**config.mk**
```make
export PLATFORM = sky130hd
export DESIGN_NAME = key_confirm_release_setpoint_ctl
export DESIGN_NICKNAME = d
export VERILOG_FILES = /design/src/hdl/kcrs_pkg.sv /design/src/hdl/kcrs_debounce.sv /design/src/hdl/kcrs_setpoint.sv /design/src/hdl/key_confirm_release_setpoint_ctl.sv
export SDC_FILE = /design/constraint.sdc
export NUM_CORES = 1
export LEC_CHECK = 0
export ABC_AREA = 1
export BUFFER_PORTS_ARGS = -buffer_cell sky130_fd_sc_hd__buf_2
export CELL_PAD_IN_SITES_DETAIL_PLACEMENT = 0
export CELL_PAD_IN_SITES_GLOBAL_PLACEMENT = 1
export CORE_ASPECT_RATIO = 1.25
export CORE_MARGIN = 2
export CORE_UTILIZATION = 50
export CTS_BUF_LIST = sky130_fd_sc_hd__clkbuf_8
export DETAILED_ROUTE_END_ITERATION = 8
export GPL_TIMING_DRIVEN = 1
export PLACE_DENSITY = 0.95
export SLEW_MARGIN = 0
export SYNTH_ARGS = -nofsm -noshare
export SYNTH_HDL_FRONTEND = slang
export SYNTH_SLANG_ARGS = --single-unit
export TNS_END_PERCENT = 100
```
**constraint.sdc**
```tcl
create_clock -name clock -period 10.6 [get_ports clock]
set_input_delay 1.06 -clock clock [delete_from_list [all_inputs] [get_ports clock]]
set_output_delay 1.06 -clock clock [all_outputs]
set_load 0.01 [all_outputs]
```
**src/hdl/kcrs_pkg.sv**
```systemverilog
// Shared types, register indexes and reset values for the key confirm/release setpoint control.
package kcrs_pkg;

   localparam int unsigned CodeWidth  = 6;
   localparam int unsigned SetWidth   = 16;
   localparam int unsigned CountWidth = 8;
   localparam int unsigned MapSlots   = 6;
   localparam int unsigned MapWidth   = MapSlots * CodeWidth;
   localparam int unsigned CsrAddrWidth = 3;
   localparam int unsigned CsrDataWidth = MapWidth;
   localparam int unsigned ReqDataWidth = 8;
   localparam int unsigned RspDataWidth = 48;

   // register indexes
   localparam logic [CsrAddrWidth-1:0] REG_VOLTAGE_STEP   = 3'd0;
   localparam logic [CsrAddrWidth-1:0] REG_VOLTAGE_MAX    = 3'd1;
   localparam logic [CsrAddrWidth-1:0] REG_CURRENT_STEP   = 3'd2;
   localparam logic [CsrAddrWidth-1:0] REG_CURRENT_MAX    = 3'd3;
   localparam logic [CsrAddrWidth-1:0] REG_PRESS_CONFIRM  = 3'd4;
   localparam logic [CsrAddrWidth-1:0] REG_RELEASE_FILTER = 3'd5;
   localparam logic [CsrAddrWidth-1:0] REG_KEY_MAP        = 3'd6;

   // key map slots, lowest bits first
   localparam int unsigned SLOT_VOLT_UP   = 0;
   localparam int unsigned SLOT_VOLT_DOWN = 1;
   localparam int unsigned SLOT_CUR_UP    = 2;
   localparam int unsigned SLOT_CUR_DOWN  = 3;
   localparam int unsigned SLOT_TOGGLE    = 4;
   localparam int unsigned SLOT_FAULT_RST = 5;

   localparam logic [SetWidth-1:0]   VOLTAGE_STEP_RST   = 16'd100;
   localparam logic [SetWidth-1:0]   VOLTAGE_MAX_RST    = 16'd30000;
   localparam logic [SetWidth-1:0]   CURRENT_STEP_RST   = 16'd10;
   localparam logic [SetWidth-1:0]   CURRENT_MAX_RST    = 16'd999;
   localparam logic [CountWidth-1:0] PRESS_CONFIRM_RST  = 8'd3;
   localparam logic [CountWidth-1:0] RELEASE_FILTER_RST = 8'd4;
   localparam logic [MapWidth-1:0]   KEY_MAP_RST        = '0;

   typedef struct packed {
      logic [SetWidth-1:0]   voltage_step;
      logic [SetWidth-1:0]   voltage_max;
      logic [SetWidth-1:0]   current_step;
      logic [SetWidth-1:0]   current_max;
      logic [CountWidth-1:0] press_confirm;
      logic [CountWidth-1:0] release_filter;
      logic [MapWidth-1:0]   key_map;
   } cfg_type;

   // debounce outcome handed to the setpoint stage and the result register
   typedef struct packed {
      logic                 confirmed;
      logic                 ready;
      logic [CodeWidth-1:0] held_key;
   } scan_type;

   typedef struct packed {
      logic [SetWidth-1:0] voltage_setpoint;
      logic [SetWidth-1:0] current_setpoint;
      logic                output_request;
      logic                fault_reset_pulse;
      logic                action_taken;
   } setp_type;

endpackage

```
**src/hdl/kcrs_debounce.sv**
```systemverilog
// Key debounce: startup idle qualification, press confirmation and release filter.
module kcrs_debounce (
   input  logic                              clock,
   input  logic                              reset,
   input  logic                              advance,
   input  logic                              mode,
   input  logic [kcrs_pkg::CodeWidth-1:0]    key_code,
   input  logic [kcrs_pkg::CountWidth-1:0]   press_confirm,
   input  logic [kcrs_pkg::CountWidth-1:0]   release_filter,
   output kcrs_pkg::scan_type                scan
);

   logic                            ready_flag_ff, ready_flag_in;
   logic [kcrs_pkg::CodeWidth-1:0]  latched_code_ff, latched_code_in;
   logic [kcrs_pkg::CountWidth-1:0] idle_run_ff, idle_run_in;
   logic [kcrs_pkg::CodeWidth-1:0]  cand_code_ff, cand_code_in;
   logic [kcrs_pkg::CountWidth-1:0] cand_run_ff, cand_run_in;
   logic [kcrs_pkg::CountWidth-1:0] idle_inc;
   logic [kcrs_pkg::CountWidth-1:0] run_inc;
   logic                            idle_hit;
   logic                            run_hit;
   logic                            confirmed;

   always_comb begin
      idle_inc = (idle_run_ff < release_filter) ? idle_run_ff + 8'd1 : idle_run_ff;
      idle_hit = (idle_inc >= release_filter);
      if (cand_code_ff != key_code) begin
         run_inc = 8'd1;
      end else if (cand_run_ff < press_confirm) begin
         run_inc = cand_run_ff + 8'd1;
      end else begin
         run_inc = cand_run_ff;
      end
      run_hit = (run_inc >= press_confirm);
   end

   always_comb begin
      ready_flag_in   = ready_flag_ff;
      latched_code_in = latched_code_ff;
      idle_run_in     = idle_run_ff;
      cand_code_in    = cand_code_ff;
      cand_run_in     = cand_run_ff;
      confirmed       = 1'b0;
      priority if (mode) begin
         // read error: drop candidate and idle run
         cand_code_in = '0;
         cand_run_in  = '0;
         idle_run_in  = '0;
      end else if (!ready_flag_ff || (latched_code_ff != '0)) begin
         cand_code_in = '0;
         cand_run_in  = '0;
         if (key_code == '0) begin
            idle_run_in = idle_hit ? '0 : idle_inc;
            if (idle_hit) begin
               latched_code_in = '0;
               ready_flag_in   = 1'b1;
            end
         end else begin
            idle_run_in = '0;
         end
      end else begin
         idle_run_in = '0;
         if (key_code == '0) begin
            cand_code_in = '0;
            cand_run_in  = '0;
         end else if (run_hit) begin
            latched_code_in = key_code;
            cand_code_in    = '0;
            cand_run_in     = '0;
            confirmed       = 1'b1;
         end else begin
            cand_code_in = key_code;
            cand_run_in  = run_inc;
         end
      end
   end

   always_ff @(posedge clock) begin
      if (reset) begin
         ready_flag_ff   <= 1'b0;
         latched_code_ff <= '0;
         idle_run_ff     <= '0;
         cand_code_ff    <= '0;
         cand_run_ff     <= '0;
      end else if (advance) begin
         ready_flag_ff   <= ready_flag_in;
         latched_code_ff <= latched_code_in;
         idle_run_ff     <= idle_run_in;
         cand_code_ff    <= cand_code_in;
         cand_run_ff     <= cand_run_in;
      end
   end

   assign scan.confirmed = confirmed;
   assign scan.ready     = ready_flag_in;
   assign scan.held_key  = latched_code_in;

`ifndef SYNTHESIS
   a_held_needs_ready: assert property (@(posedge clock) disable iff (reset)
      (latched_code_ff != '0) |-> ready_flag_ff)
      else $error("held key while not ready");

   a_cand_pair: assert property (@(posedge clock) disable iff (reset)
      ((cand_code_ff == '0) == (cand_run_ff == '0)))
      else $error("candidate code and run count disagree");

   a_confirm_latches: assert property (@(posedge clock) disable iff (reset)
      (advance && confirmed) |=> ((latched_code_ff != '0) && (cand_code_ff == '0)))
      else $error("confirmed key not latched");
`endif

endmodule

```
**src/hdl/kcrs_setpoint.sv**
```systemverilog
// Key map decode and saturating setpoint, output request and fault reset actions.
module kcrs_setpoint (
   input  logic                           clock,
   input  logic                           reset,
   input  logic                           advance,
   input  logic                           fire,
   input  logic [kcrs_pkg::CodeWidth-1:0] key_code,
   input  logic                           supply_fault,
   input  kcrs_pkg::cfg_type              cfg,
   output kcrs_pkg::setp_type             setp
);

   logic [kcrs_pkg::SetWidth-1:0] volt_set_ff, volt_set_in;
   logic [kcrs_pkg::SetWidth-1:0] amp_set_ff, amp_set_in;
   logic                          out_req_ff, out_req_in;
   logic [kcrs_pkg::MapSlots-1:0] hit;
   logic [kcrs_pkg::MapSlots-1:0] first_hit;
   logic [kcrs_pkg::SetWidth:0]   volt_sum;
   logic [kcrs_pkg::SetWidth:0]   amp_sum;
   logic [kcrs_pkg::SetWidth-1:0] volt_up;
   logic [kcrs_pkg::SetWidth-1:0] volt_dn;
   logic [kcrs_pkg::SetWidth-1:0] amp_up;
   logic [kcrs_pkg::SetWidth-1:0] amp_dn;
   logic                          pulse;

   always_comb begin
      for (int i = 0; i < kcrs_pkg::MapSlots; i++) begin
         hit[i] = (cfg.key_map[i*kcrs_pkg::CodeWidth +: kcrs_pkg::CodeWidth] == key_code);
      end
      // lowest matching slot wins
      first_hit = hit & (~hit + 6'd1);
   end

   always_comb begin
      volt_sum = {1'b0, volt_set_ff} + {1'b0, cfg.voltage_step};
      amp_sum  = {1'b0, amp_set_ff} + {1'b0, cfg.current_step};
      volt_up  = (volt_sum > {1'b0, cfg.voltage_max}) ? cfg.voltage_max
                                                      : volt_sum[kcrs_pkg::SetWidth-1:0];
      amp_up   = (amp_sum > {1'b0, cfg.current_max}) ? cfg.current_max
                                                     : amp_sum[kcrs_pkg::SetWidth-1:0];
      volt_dn  = (volt_set_ff < cfg.voltage_step) ? '0 : volt_set_ff - cfg.voltage_step;
      amp_dn   = (amp_set_ff < cfg.current_step) ? '0 : amp_set_ff - cfg.current_step;
   end

   always_comb begin
      volt_set_in = volt_set_ff;
      amp_set_in  = amp_set_ff;
      out_req_in  = out_req_ff;
      pulse       = 1'b0;
      if (fire) begin
         if (first_hit[kcrs_pkg::SLOT_VOLT_UP])   volt_set_in = volt_up;
         if (first_hit[kcrs_pkg::SLOT_VOLT_DOWN]) volt_set_in = volt_dn;
         if (first_hit[kcrs_pkg::SLOT_CUR_UP])    amp_set_in  = amp_up;
         if (first_hit[kcrs_pkg::SLOT_CUR_DOWN])  amp_set_in  = amp_dn;
         if (first_hit[kcrs_pkg::SLOT_TOGGLE] && !supply_fault) out_req_in = !out_req_ff;
         if (first_hit[kcrs_pkg::SLOT_FAULT_RST]) pulse = 1'b1;
      end
   end

   always_ff @(posedge clock) begin
      if (reset) begin
         volt_set_ff <= '0;
         amp_set_ff  <= '0;
         out_req_ff  <= 1'b0;
      end else if (advance) begin
         volt_set_ff <= volt_set_in;
         amp_set_ff  <= amp_set_in;
         out_req_ff  <= out_req_in;
      end
   end

   assign setp.voltage_setpoint  = volt_set_in;
   assign setp.current_setpoint  = amp_set_in;
   assign setp.output_request    = out_req_in;
   assign setp.fault_reset_pulse = pulse;
   assign setp.action_taken      = fire && (hit != '0);

endmodule

```
**src/hdl/key_confirm_release_setpoint_ctl.sv**
```systemverilog
// Top level: request register, debounce and setpoint logic, response register, CSRs.
// A request accepted into the request register moves on to the response register, which
// drives rsp_tvalid, once that register is empty or its response is taken.
// Throughput: one request per cycle while rsp_tready is high; the response register frees
// the request register whenever the response is taken or empty.
// Reset clears all filter and setpoint state and loads the register reset values;
// the block accepts requests from the first cycle after reset.
module key_confirm_release_setpoint_ctl (
   input  logic                                 clock,
   input  logic                                 reset,
   input  logic                                 req_tvalid,
   output logic                                 req_tready,
   // [0] mode, [6:1] key_code, [7] supply fault flag
   input  logic [kcrs_pkg::ReqDataWidth-1:0]    req_tdata,
   output logic                                 rsp_tvalid,
   input  logic                                 rsp_tready,
   // [15:0] voltage_setpoint, [31:16] current_setpoint, [32] output_request,
   // [33] fault_reset_pulse, [34] key_confirmed, [35] action_taken,
   // [36] scan_ready, [42:37] held_key, [47:43] zero
   output logic [kcrs_pkg::RspDataWidth-1:0]    rsp_tdata,
   input  logic                                 csr_valid,
   output logic                                 csr_ready,
   input  logic [kcrs_pkg::CsrAddrWidth-1:0]    csr_addr,
   input  logic [kcrs_pkg::CsrDataWidth-1:0]    csr_wdata
);

   kcrs_pkg::cfg_type                cfg_ff;
   logic                             in_valid_ff, in_valid_in;
   logic [kcrs_pkg::ReqDataWidth-1:0] in_data_ff;
   logic                             out_valid_ff, out_valid_in;
   logic [kcrs_pkg::RspDataWidth-1:0] rsp_data_ff, rsp_data_in;
   logic                             advance;
   logic                             req_take;
   kcrs_pkg::scan_type               scan;
   kcrs_pkg::setp_type               setp;

   assign csr_ready = 1'b1;

   always_ff @(posedge clock) begin
      if (reset) begin
         cfg_ff.voltage_step   <= kcrs_pkg::VOLTAGE_STEP_RST;
         cfg_ff.voltage_max    <= kcrs_pkg::VOLTAGE_MAX_RST;
         cfg_ff.current_step   <= kcrs_pkg::CURRENT_STEP_RST;
         cfg_ff.current_max    <= kcrs_pkg::CURRENT_MAX_RST;
         cfg_ff.press_confirm  <= kcrs_pkg::PRESS_CONFIRM_RST;
         cfg_ff.release_filter <= kcrs_pkg::RELEASE_FILTER_RST;
         cfg_ff.key_map        <= kcrs_pkg::KEY_MAP_RST;
      end else if (csr_valid) begin
         unique case (csr_addr)
            kcrs_pkg::REG_VOLTAGE_STEP:   cfg_ff.voltage_step   <= csr_wdata[15:0];
            kcrs_pkg::REG_VOLTAGE_MAX:    cfg_ff.voltage_max    <= csr_wdata[15:0];
            kcrs_pkg::REG_CURRENT_STEP:   cfg_ff.current_step   <= csr_wdata[15:0];
            kcrs_pkg::REG_CURRENT_MAX:    cfg_ff.current_max    <= csr_wdata[15:0];
            kcrs_pkg::REG_PRESS_CONFIRM:  cfg_ff.press_confirm  <= csr_wdata[7:0];
            kcrs_pkg::REG_RELEASE_FILTER: cfg_ff.release_filter <= csr_wdata[7:0];
            kcrs_pkg::REG_KEY_MAP:        cfg_ff.key_map        <= csr_wdata;
            default: ;
         endcase
      end
   end

   // advance the request register into the response register
   assign advance    = in_valid_ff && (!out_valid_ff || rsp_tready);
   assign req_tready = !in_valid_ff || advance;
   assign req_take   = req_tvalid && req_tready;

   always_comb begin
      in_valid_in = in_valid_ff;
      if (req_take) begin
         in_valid_in = 1'b1;
      end else if (advance) begin
         in_valid_in = 1'b0;
      end
      out_valid_in = out_valid_ff;
      if (advance) begin
         out_valid_in = 1'b1;
      end else if (rsp_tready) begin
         out_valid_in = 1'b0;
      end
   end

   always_ff @(posedge clock) begin
      if (reset) begin
         in_valid_ff  <= 1'b0;
         out_valid_ff <= 1'b0;
      end else begin
         in_valid_ff  <= in_valid_in;
         out_valid_ff <= out_valid_in;
      end
   end

   always_ff @(posedge clock) begin
      if (req_take) begin
         in_data_ff <= req_tdata;
      end
      if (advance) begin
         rsp_data_ff <= rsp_data_in;
      end
   end

   kcrs_debounce u_debounce (
      .clock          (clock),
      .reset          (reset),
      .advance        (advance),
      .mode           (in_data_ff[0]),
      .key_code       (in_data_ff[6:1]),
      .press_confirm  (cfg_ff.press_confirm),
      .release_filter (cfg_ff.release_filter),
      .scan           (scan)
   );

   kcrs_setpoint u_setpoint (
      .clock         (clock),
      .reset         (reset),
      .advance       (advance),
      .fire          (scan.confirmed),
      .key_code      (in_data_ff[6:1]),
      .supply_fault  (in_data_ff[7]),
      .cfg           (cfg_ff),
      .setp          (setp)
   );

   assign rsp_data_in = {5'b0, scan.held_key, scan.ready, setp.action_taken, scan.confirmed,
                         setp.fault_reset_pulse, setp.output_request,
                         setp.current_setpoint, setp.voltage_setpoint};

   assign rsp_tvalid = out_valid_ff;
   assign rsp_tdata  = rsp_data_ff;

endmodule

```
==> flow_metrics.tcl, run 1 <==
set metrics [dict create \
    status "complete, no violations" \
    area_growth_pct 9.45 \
    period_share_pct 41.8 \
    avgSynthCellArea_um2 7.26 \
    grt_pass1_vias 13178 \
    setup_viol 0 \
    grt_pass1_wl_mm 67.2 \
    grt_overflow 0 \
    p_seq_share_pct 42.9 \
    critPathTopFamily "simple AND/OR/NAND/NOR gates" \
    ys_ff_latch 231 \
    maxCapViolCount 0 \
    maxSlewHeadroom_pct 27.5 \
    p_leak_nw 8.26 \
    peakVddDrop_v 0.000110 \
    slew_violations 0 \
    via_per_inst 5.36 \
    grt_max_degree 83 \
    start_util_pct 50.8 \
    final_common_cell "nand2_1" \
    path_clk_slew_ns 0.06 \
    hold_violations 0 \
    cts_setup_buffers 0 \
    clk_path_buf_depth 3 \
    cts.sink_count 231 \
    cp-start-kind "flop" \
    syn_area_um2 15300 \
    syn_inst 2108 \
    io_buffers 96 \
    synthFlopType "dfxtp_1" \
    cts_buffers 40 \
    drtIter0Drc 865 \
    fin_ws_ns 6.17 \
    yosysUniqueCellTypes 55 \
    pwr_density_cell_nw_per_um2 134 \
    grt_util_all_layers_pct 26.2 \
    gp_congestion 0.931 \
    hp-class "reg -> reg" \
    chipWidth_um 161 \
    timing.setup.tns_ns 0 \
    ant_nets 0 \
    io_pins 103 \
    die_h_um 200 \
    synth-edff-count 51 \
    dp_slack_ns 6.15 \
    place_hpwl_mm 30.7 \
    drt_pass1_iterations 5 \
    vias 13924 \
    seq_area_um2 5130 \
    multiInputGateArea_um2 8610 \
    clock_latency_ns 0.59 \
    cts_root_buf "clkbuf_8" \
    critical_path_class "reg -> reg" \
    drt-total-wl_mm 42.2 \
    layout-drive-gt1-share_pct 13.0 \
    slowest_delay_ns 0.37 \
    path_max_fanout 39 \
    antenna_found_initial 1 \
    netSwitchingFraction_pct 31.4 \
    comb_power_share_pct 18.9 \
    slowest_stage "buf_4" \
    cts_tree "yes" \
    p_int_mw 1.54 \
    power_frac_clock_pct 38.1 \
    seq_area_frac_synth_pct 33.5 \
    rsz0062_at_grt "false" \
    critPathRequiredTime_ns 10.93 \
    yosys_warnings 0 \
    p_switching_mw 0.708 \
    worstPathArrival_ns 4.77 \
    rows 71 \
    end_kind "flop" \
    layout_common_cells "378 x nand2_1, 299 x inv_1, 216 x a21oi_1, 180 x dfxtp_1, 175 x o21ai_0" \
    drcViolationCount 0 \
    fillers 2907 \
    routedWlPerCell_um 16.2 \
    h-tree-depth 2 \
    period_needed_ns 4.43 \
    fin_nets 2347 \
    coreArea_um2 30100 \
    post_cts_resized 0 \
    max_freq_mhz 226 \
    dieArea_um2 32000 \
    finClkSkew_ns 0.0212 \
    tightest_slew_ns 1.09 \
    crit_buf_inv 8 \
    hold_buffers 0 \
    synthArstFlopShare_pct 0 \
]
Yosys cell counts, drive strengths merged, types with 6 or more instances:
cell | number | area (um^2)
nand2 | 403 | 1590
inv | 296 | 1110
a21oi | 241 | 1320
dfxtp | 180 | 3600
o21ai | 180 | 908
nor2 | 175 | 662
ha | 128 | 1600
nand3 | 114 | 666
xor2 | 62 | 543
clkbuf | 58 | 219
edfxtp | 51 | 1530
buf | 37 | 246
or2 | 31 | 194
nor3 | 21 | 105
nand4 | 18 | 113
a31oi | 17 | 106
o211ai | 16 | 120
xnor2 | 11 | 96.3
nor4 | 10 | 68.8
a21o | 8 | 60.1
nand3b | 8 | 60.1
a21boi | 7 | 75.1
o21bai | 6 | 45.0
final timing paths:
| check | from | endpoint | slack, ns | cells after the start |
|---|---|---|---|---|
| max reg2reg | cfg_ff[47] | rsp_tdata[7] | 6.17 | 29 |
| min | cfg_ff[19] | cfg_ff[19] | 0.47 | 2 |
| max | cfg_ff[47] | rsp_tdata[7] | 6.17 | 29 |
| min reg2reg | cfg_ff[19] | cfg_ff[19] | 0.47 | 2 |
registers in the layout, indices dropped and copies added, names as in the netlist, 6 cells and up:
name                        cells
u_debounce.idle_run_ff          8
u_debounce.cand_code_ff         6
in_data_ff                      8
cfg_ff                        116
u_setpoint.volt_set_ff         16
u_setpoint.amp_set_ff          16
rsp_tdata                      43
u_debounce.cand_run_ff          8
u_debounce.latched_code_ff      6
stage by stage:
stage	hold WS, ns	area (um^2)	total power, mW	std cells	utilization [%]
after global placement	0.454	15900	1.40	2522	52.8
after global routing	0.479	16800	2.37	2596	55.6
final	0.470	16800	2.25	2597	55.6
after floorplan	0.442	15300	1.30	2112	-
after CTS	0.470	16800	2.27	2596	55.6
after detailed placement	0.460	15900	1.41	2522	52.8
final cells by class:
class	instances	share of cell area, %
multi-input combinational	1488	51.4
sequential	231	30.6
inverter	298	6.70
clock buffer	48	3.94
timing repair buffer	104	3.23
tap	401	2.99
clock inverter	26	1.12
antenna	1	0.0149
cell families after synthesis:
| family | synth area share (%) |
|---|---|
| muxes | 0.0735 |
| AOI/OAI and AO/OA | 18.1 |
| xor gates and xnor gates | 4.18 |
| DFF | 33.5 |
| buffers and inverters | 10.3 |
| adders and majority gates | 11.0 |
| other | 0.0490 |
| and+or+nand+nor | 22.7 |
metal layers:
layer,track usage (%),routed length [um],vias to the layer above
li1,-,-,7004
met1,32.2,18000,6434
met2,45.0,20000,380
met3,3.63,2290,106
met4,12.9,1770,0
met5,0,0,-
power groups by stage:
stage	combinational, mW	sequential (mW)	clock [mW]
floorplan	0.317	0.978	0
global placement	0.416	0.984	0
detailed placement	0.421	0.985	0
CTS	0.423	0.966	0.882
global route	0.481	0.970	0.920
finish	0.427	0.967	0.859
tightest hold or removal path: stages (launching register included):
cell and delay, ns:
dfxtp_1 0.31, inv_1 0.06, a21oi_1 0.05
(Power assumes the default switching activity.)
==> run 2: changes to the inputs <==
CORE_UTILIZATION = 42   (was 50)
PLACE_DENSITY = 0.87   (was 0.95)
clock period = 3.7 ns   (was 10.6 ns; I/O delays follow)
==> run 2 against run 1 <==
Net effect: sequential cell count unchanged; clock power rose to 3.0 times the previous value; register-to-register slack worse by 6.1 ns; utilization down 1.9 points; clock skew up 0.011 ns; hold slack worse by 0.45 ns; final cell count up 9.0%; non-clock buffer count up 151; power rose to 3.1 times the previous value; setup slack worse by 6.1 ns; wire length up 11%; combinational power rose to 3.7 times the previous value; critical path type unchanged; largest cell class unchanged.
==> flow_metrics.tcl, run 2 (same netlist as run 1, synthesis figures left out) <==
set metrics [dict create \
    critPathRequiredTime_ns 4.03 \
    period_needed_ns 3.66 \
    fin_ws_ns 0.0362 \
    io_pins 103 \
    cp-start-kind "flop" \
    path_max_fanout 8 \
    crit_start "u_setpoint.volt_set_ff[0]" \
    layout_common_cells "344 x nand2_1, 271 x inv_1, 190 x a21oi_1, 164 x o21ai_0, 162 x dfxtp_1" \
    layout-drive-gt1-share_pct 27.6 \
    path_clk_slew_ns 0.06 \
    slowest_delay_ns 0.41 \
    clk_path_buf_depth 3 \
    maxCapViolCount 0 \
    routedWlPerCell_um 16.5 \
    fin_nets 2502 \
    tightest_slew_ns 1.18 \
    ant_nets 0 \
    grt_pass1_wl_mm 70.8 \
    drtIter0Drc 777 \
    via_per_inst 5.16 \
    seq_area_um2 5160 \
    fillers 3451 \
    cts.sink_count 231 \
    grt_util_all_layers_pct 23.1 \
    vias 14603 \
    crit_buf_inv 5 \
    power_frac_clock_pct 37.1 \
    crit_end "rsp_tdata[4]" \
    setup_viol 0 \
    rrSetupSlack_ns 0.04 \
    h-tree-depth 2 \
    hold_violations 0 \
    critical_path_class "reg -> reg" \
    rows 78 \
    largest_reg_flops 116 \
    cts_buffers 41 \
    timing.setup.tns_ns 0 \
    netSwitchingFraction_pct 31.7 \
    coreArea_um2 36100 \
    rsz0062_at_grt "true" \
    slowest_stage "fa_2" \
    place_hpwl_mm 33.2 \
    clock_latency_ns 0.60 \
    finalPower_mw 6.90 \
    final_common_cell "nand2_1" \
    max_freq_mhz 273 \
    slew_violations 0 \
    n_antenna_cell 0 \
    finClkSkew_ns 0.0319 \
    regMostFlops "cfg_ff" \
    drcViolationCount 0 \
    grt_max_degree 51 \
    r2r-end "rsp_tdata[4]" \
    period_share_pct 99.0 \
    dp_slack_ns -0.110 \
    chipWidth_um 175 \
    dieArea_um2 38000 \
    p_leak_nw 9.16 \
    hp-class "in -> reg" \
    area_growth_pct 26.8 \
    finalNonFillerCells 2830 \
    p_switching_mw 2.18 \
    grt_pass1_vias 13821 \
    gp_congestion 0.941 \
    worstPathArrival_ns 4.00 \
    comb_power_share_pct 22.8 \
    pwr_density_cell_nw_per_um2 355 \
    reg2regPathDepth 22 \
    start_util_pct 42.4 \
    drt_pass1_iterations 5 \
    p_int_mw 4.71 \
    dp.cells 2702 \
    cts_tree "yes" \
    grt_overflow 0 \
    rr_startpoint "u_setpoint.volt_set_ff[0]" \
    maxSlewHeadroom_pct 21.7 \
    p_seq_share_pct 40.0 \
    io_buffers 96 \
    antenna_found_initial 0 \
    path_cells "ha_4 > fa_2 > nand3_2 > nand2_4 > nand3_4 > nand2_4 > a21boi_4 > o21ai_2 > xor2_2 > inv_2 > ha_4 > inv_2 > nor3_4 > buf_4 > nand4_1 > nand2_8 > buf_6 > nand3b_1 > nand3_2 > nand3_4 > nand2_2 > inv_1" \
    multiInputGateArea_um2 9820 \
    cp_num_cells 22 \
    critPathTopFamily "simple AND/OR/NAND/NOR gates" \
    cts_root_buf "clkbuf_8" \
    peakVddDrop_v 0.000244 \
    die_h_um 217 \
    status "complete, no violations" \
    drt-total-wl_mm 46.6 \
    end_kind "flop" \
]
-- run 2: changes by cell type in the layout (fill, tap and decap cells not counted), moves of 28 or more --
cell     previous run  this run
buf_4               8       134
ha_1              128        94
nand2_1           378       344
nand3_1            95        65
ha_4                0        29
inv_1             299       271
-- run 2: repair_timing --
action,4_1_cts,5_1_grt
buffers inserted,8,29
cloned,1,6
gates resized for setup,21,267
hold buffers,9,0
hold endpoints to repair,9,0
pin swaps,4,111
endpoints found under the setup margin,52,91
-- run 2: per-layer routing --
| metal | vias up | track usage (%) | share of wire, % | wire length [um] |
|---|---|---|---|---|
| li1 | 7322 | - | - | - |
| met1 | 6770 | 28.5 | 42 | 19500 |
| met2 | 386 | 39.5 | 49 | 22700 |
| met3 | 125 | 3.54 | 5.0 | 2310 |
| met4 | 0 | 11.2 | 4.4 | 2050 |
| met5 | - | 0 | 0 | 0 |
-- run 2: cell type report --
type / count / area share (%)
Timing Repair Buffer: 255 / 9.36
Inverter: 298 / 5.88
Clock inverter: 26 / 1.02
Tap cell: 480 / 3.09
Sequential cell: 231 / 26.6
Multi-Input combinational cell: 1491 / 50.6
Clock buffer: 49 / 3.47
-- run 2: power by group through the flow --
stage	Combinational [mW]	Clock (mW)	Sequential, mW
floorplan	0.909	0	2.80
global placement	1.30	0	2.80
detailed placement	1.32	0	2.80
CTS	1.36	2.62	2.75
global route	1.74	2.72	2.77
finish	1.57	2.56	2.76
-- run 2: worst min-delay path by stage --
stage / startpoint / to / cells past startpoint
2_1_floorplan: cfg_ff[34] / cfg_ff[34] / 2
5_1_grt: csr_wdata[32] / cfg_ff[32] / 3
6_report: csr_wdata[33] / cfg_ff[33] / 3
3_3_place_gp: cfg_ff[19] / cfg_ff[19] / 2
3_5_place_dp: cfg_ff[19] / cfg_ff[19] / 2
4_1_cts: csr_wdata[33] / cfg_ff[33] / 3
-- run 2: stage by stage --
step / utilization [%] / instance area, um^2 / hold WS [ns]
after floorplan: - / 15300 / 0.442
after global placement: 46.5 / 16800 / 0.453
after detailed placement: 46.5 / 16800 / 0.459
after CTS: 49.6 / 17900 / 0.000764
after global routing: 53.8 / 19400 / 0.0199
final: 53.8 / 19400 / 0.0204
-- run 2: worst reg2reg max path, stage by stage, from the launching register on --
cell and delay [ns]:
dfxtp_4 0.35, ha_4 0.16, fa_2 0.41, nand3_2 0.11
nand2_4 0.08, nand3_4 0.07, nand2_4 0.06, a21boi_4 0.18
o21ai_2 0.11, xor2_2 0.21, inv_2 0.07, ha_4 0.28
inv_2 0.05, nor3_4 0.12, buf_4 0.13, nand4_1 0.22
nand2_8 0.20, buf_6 0.16, nand3b_1 0.09, nand3_2 0.12
nand3_4 0.09, nand2_2 0.09, inv_1 0.04
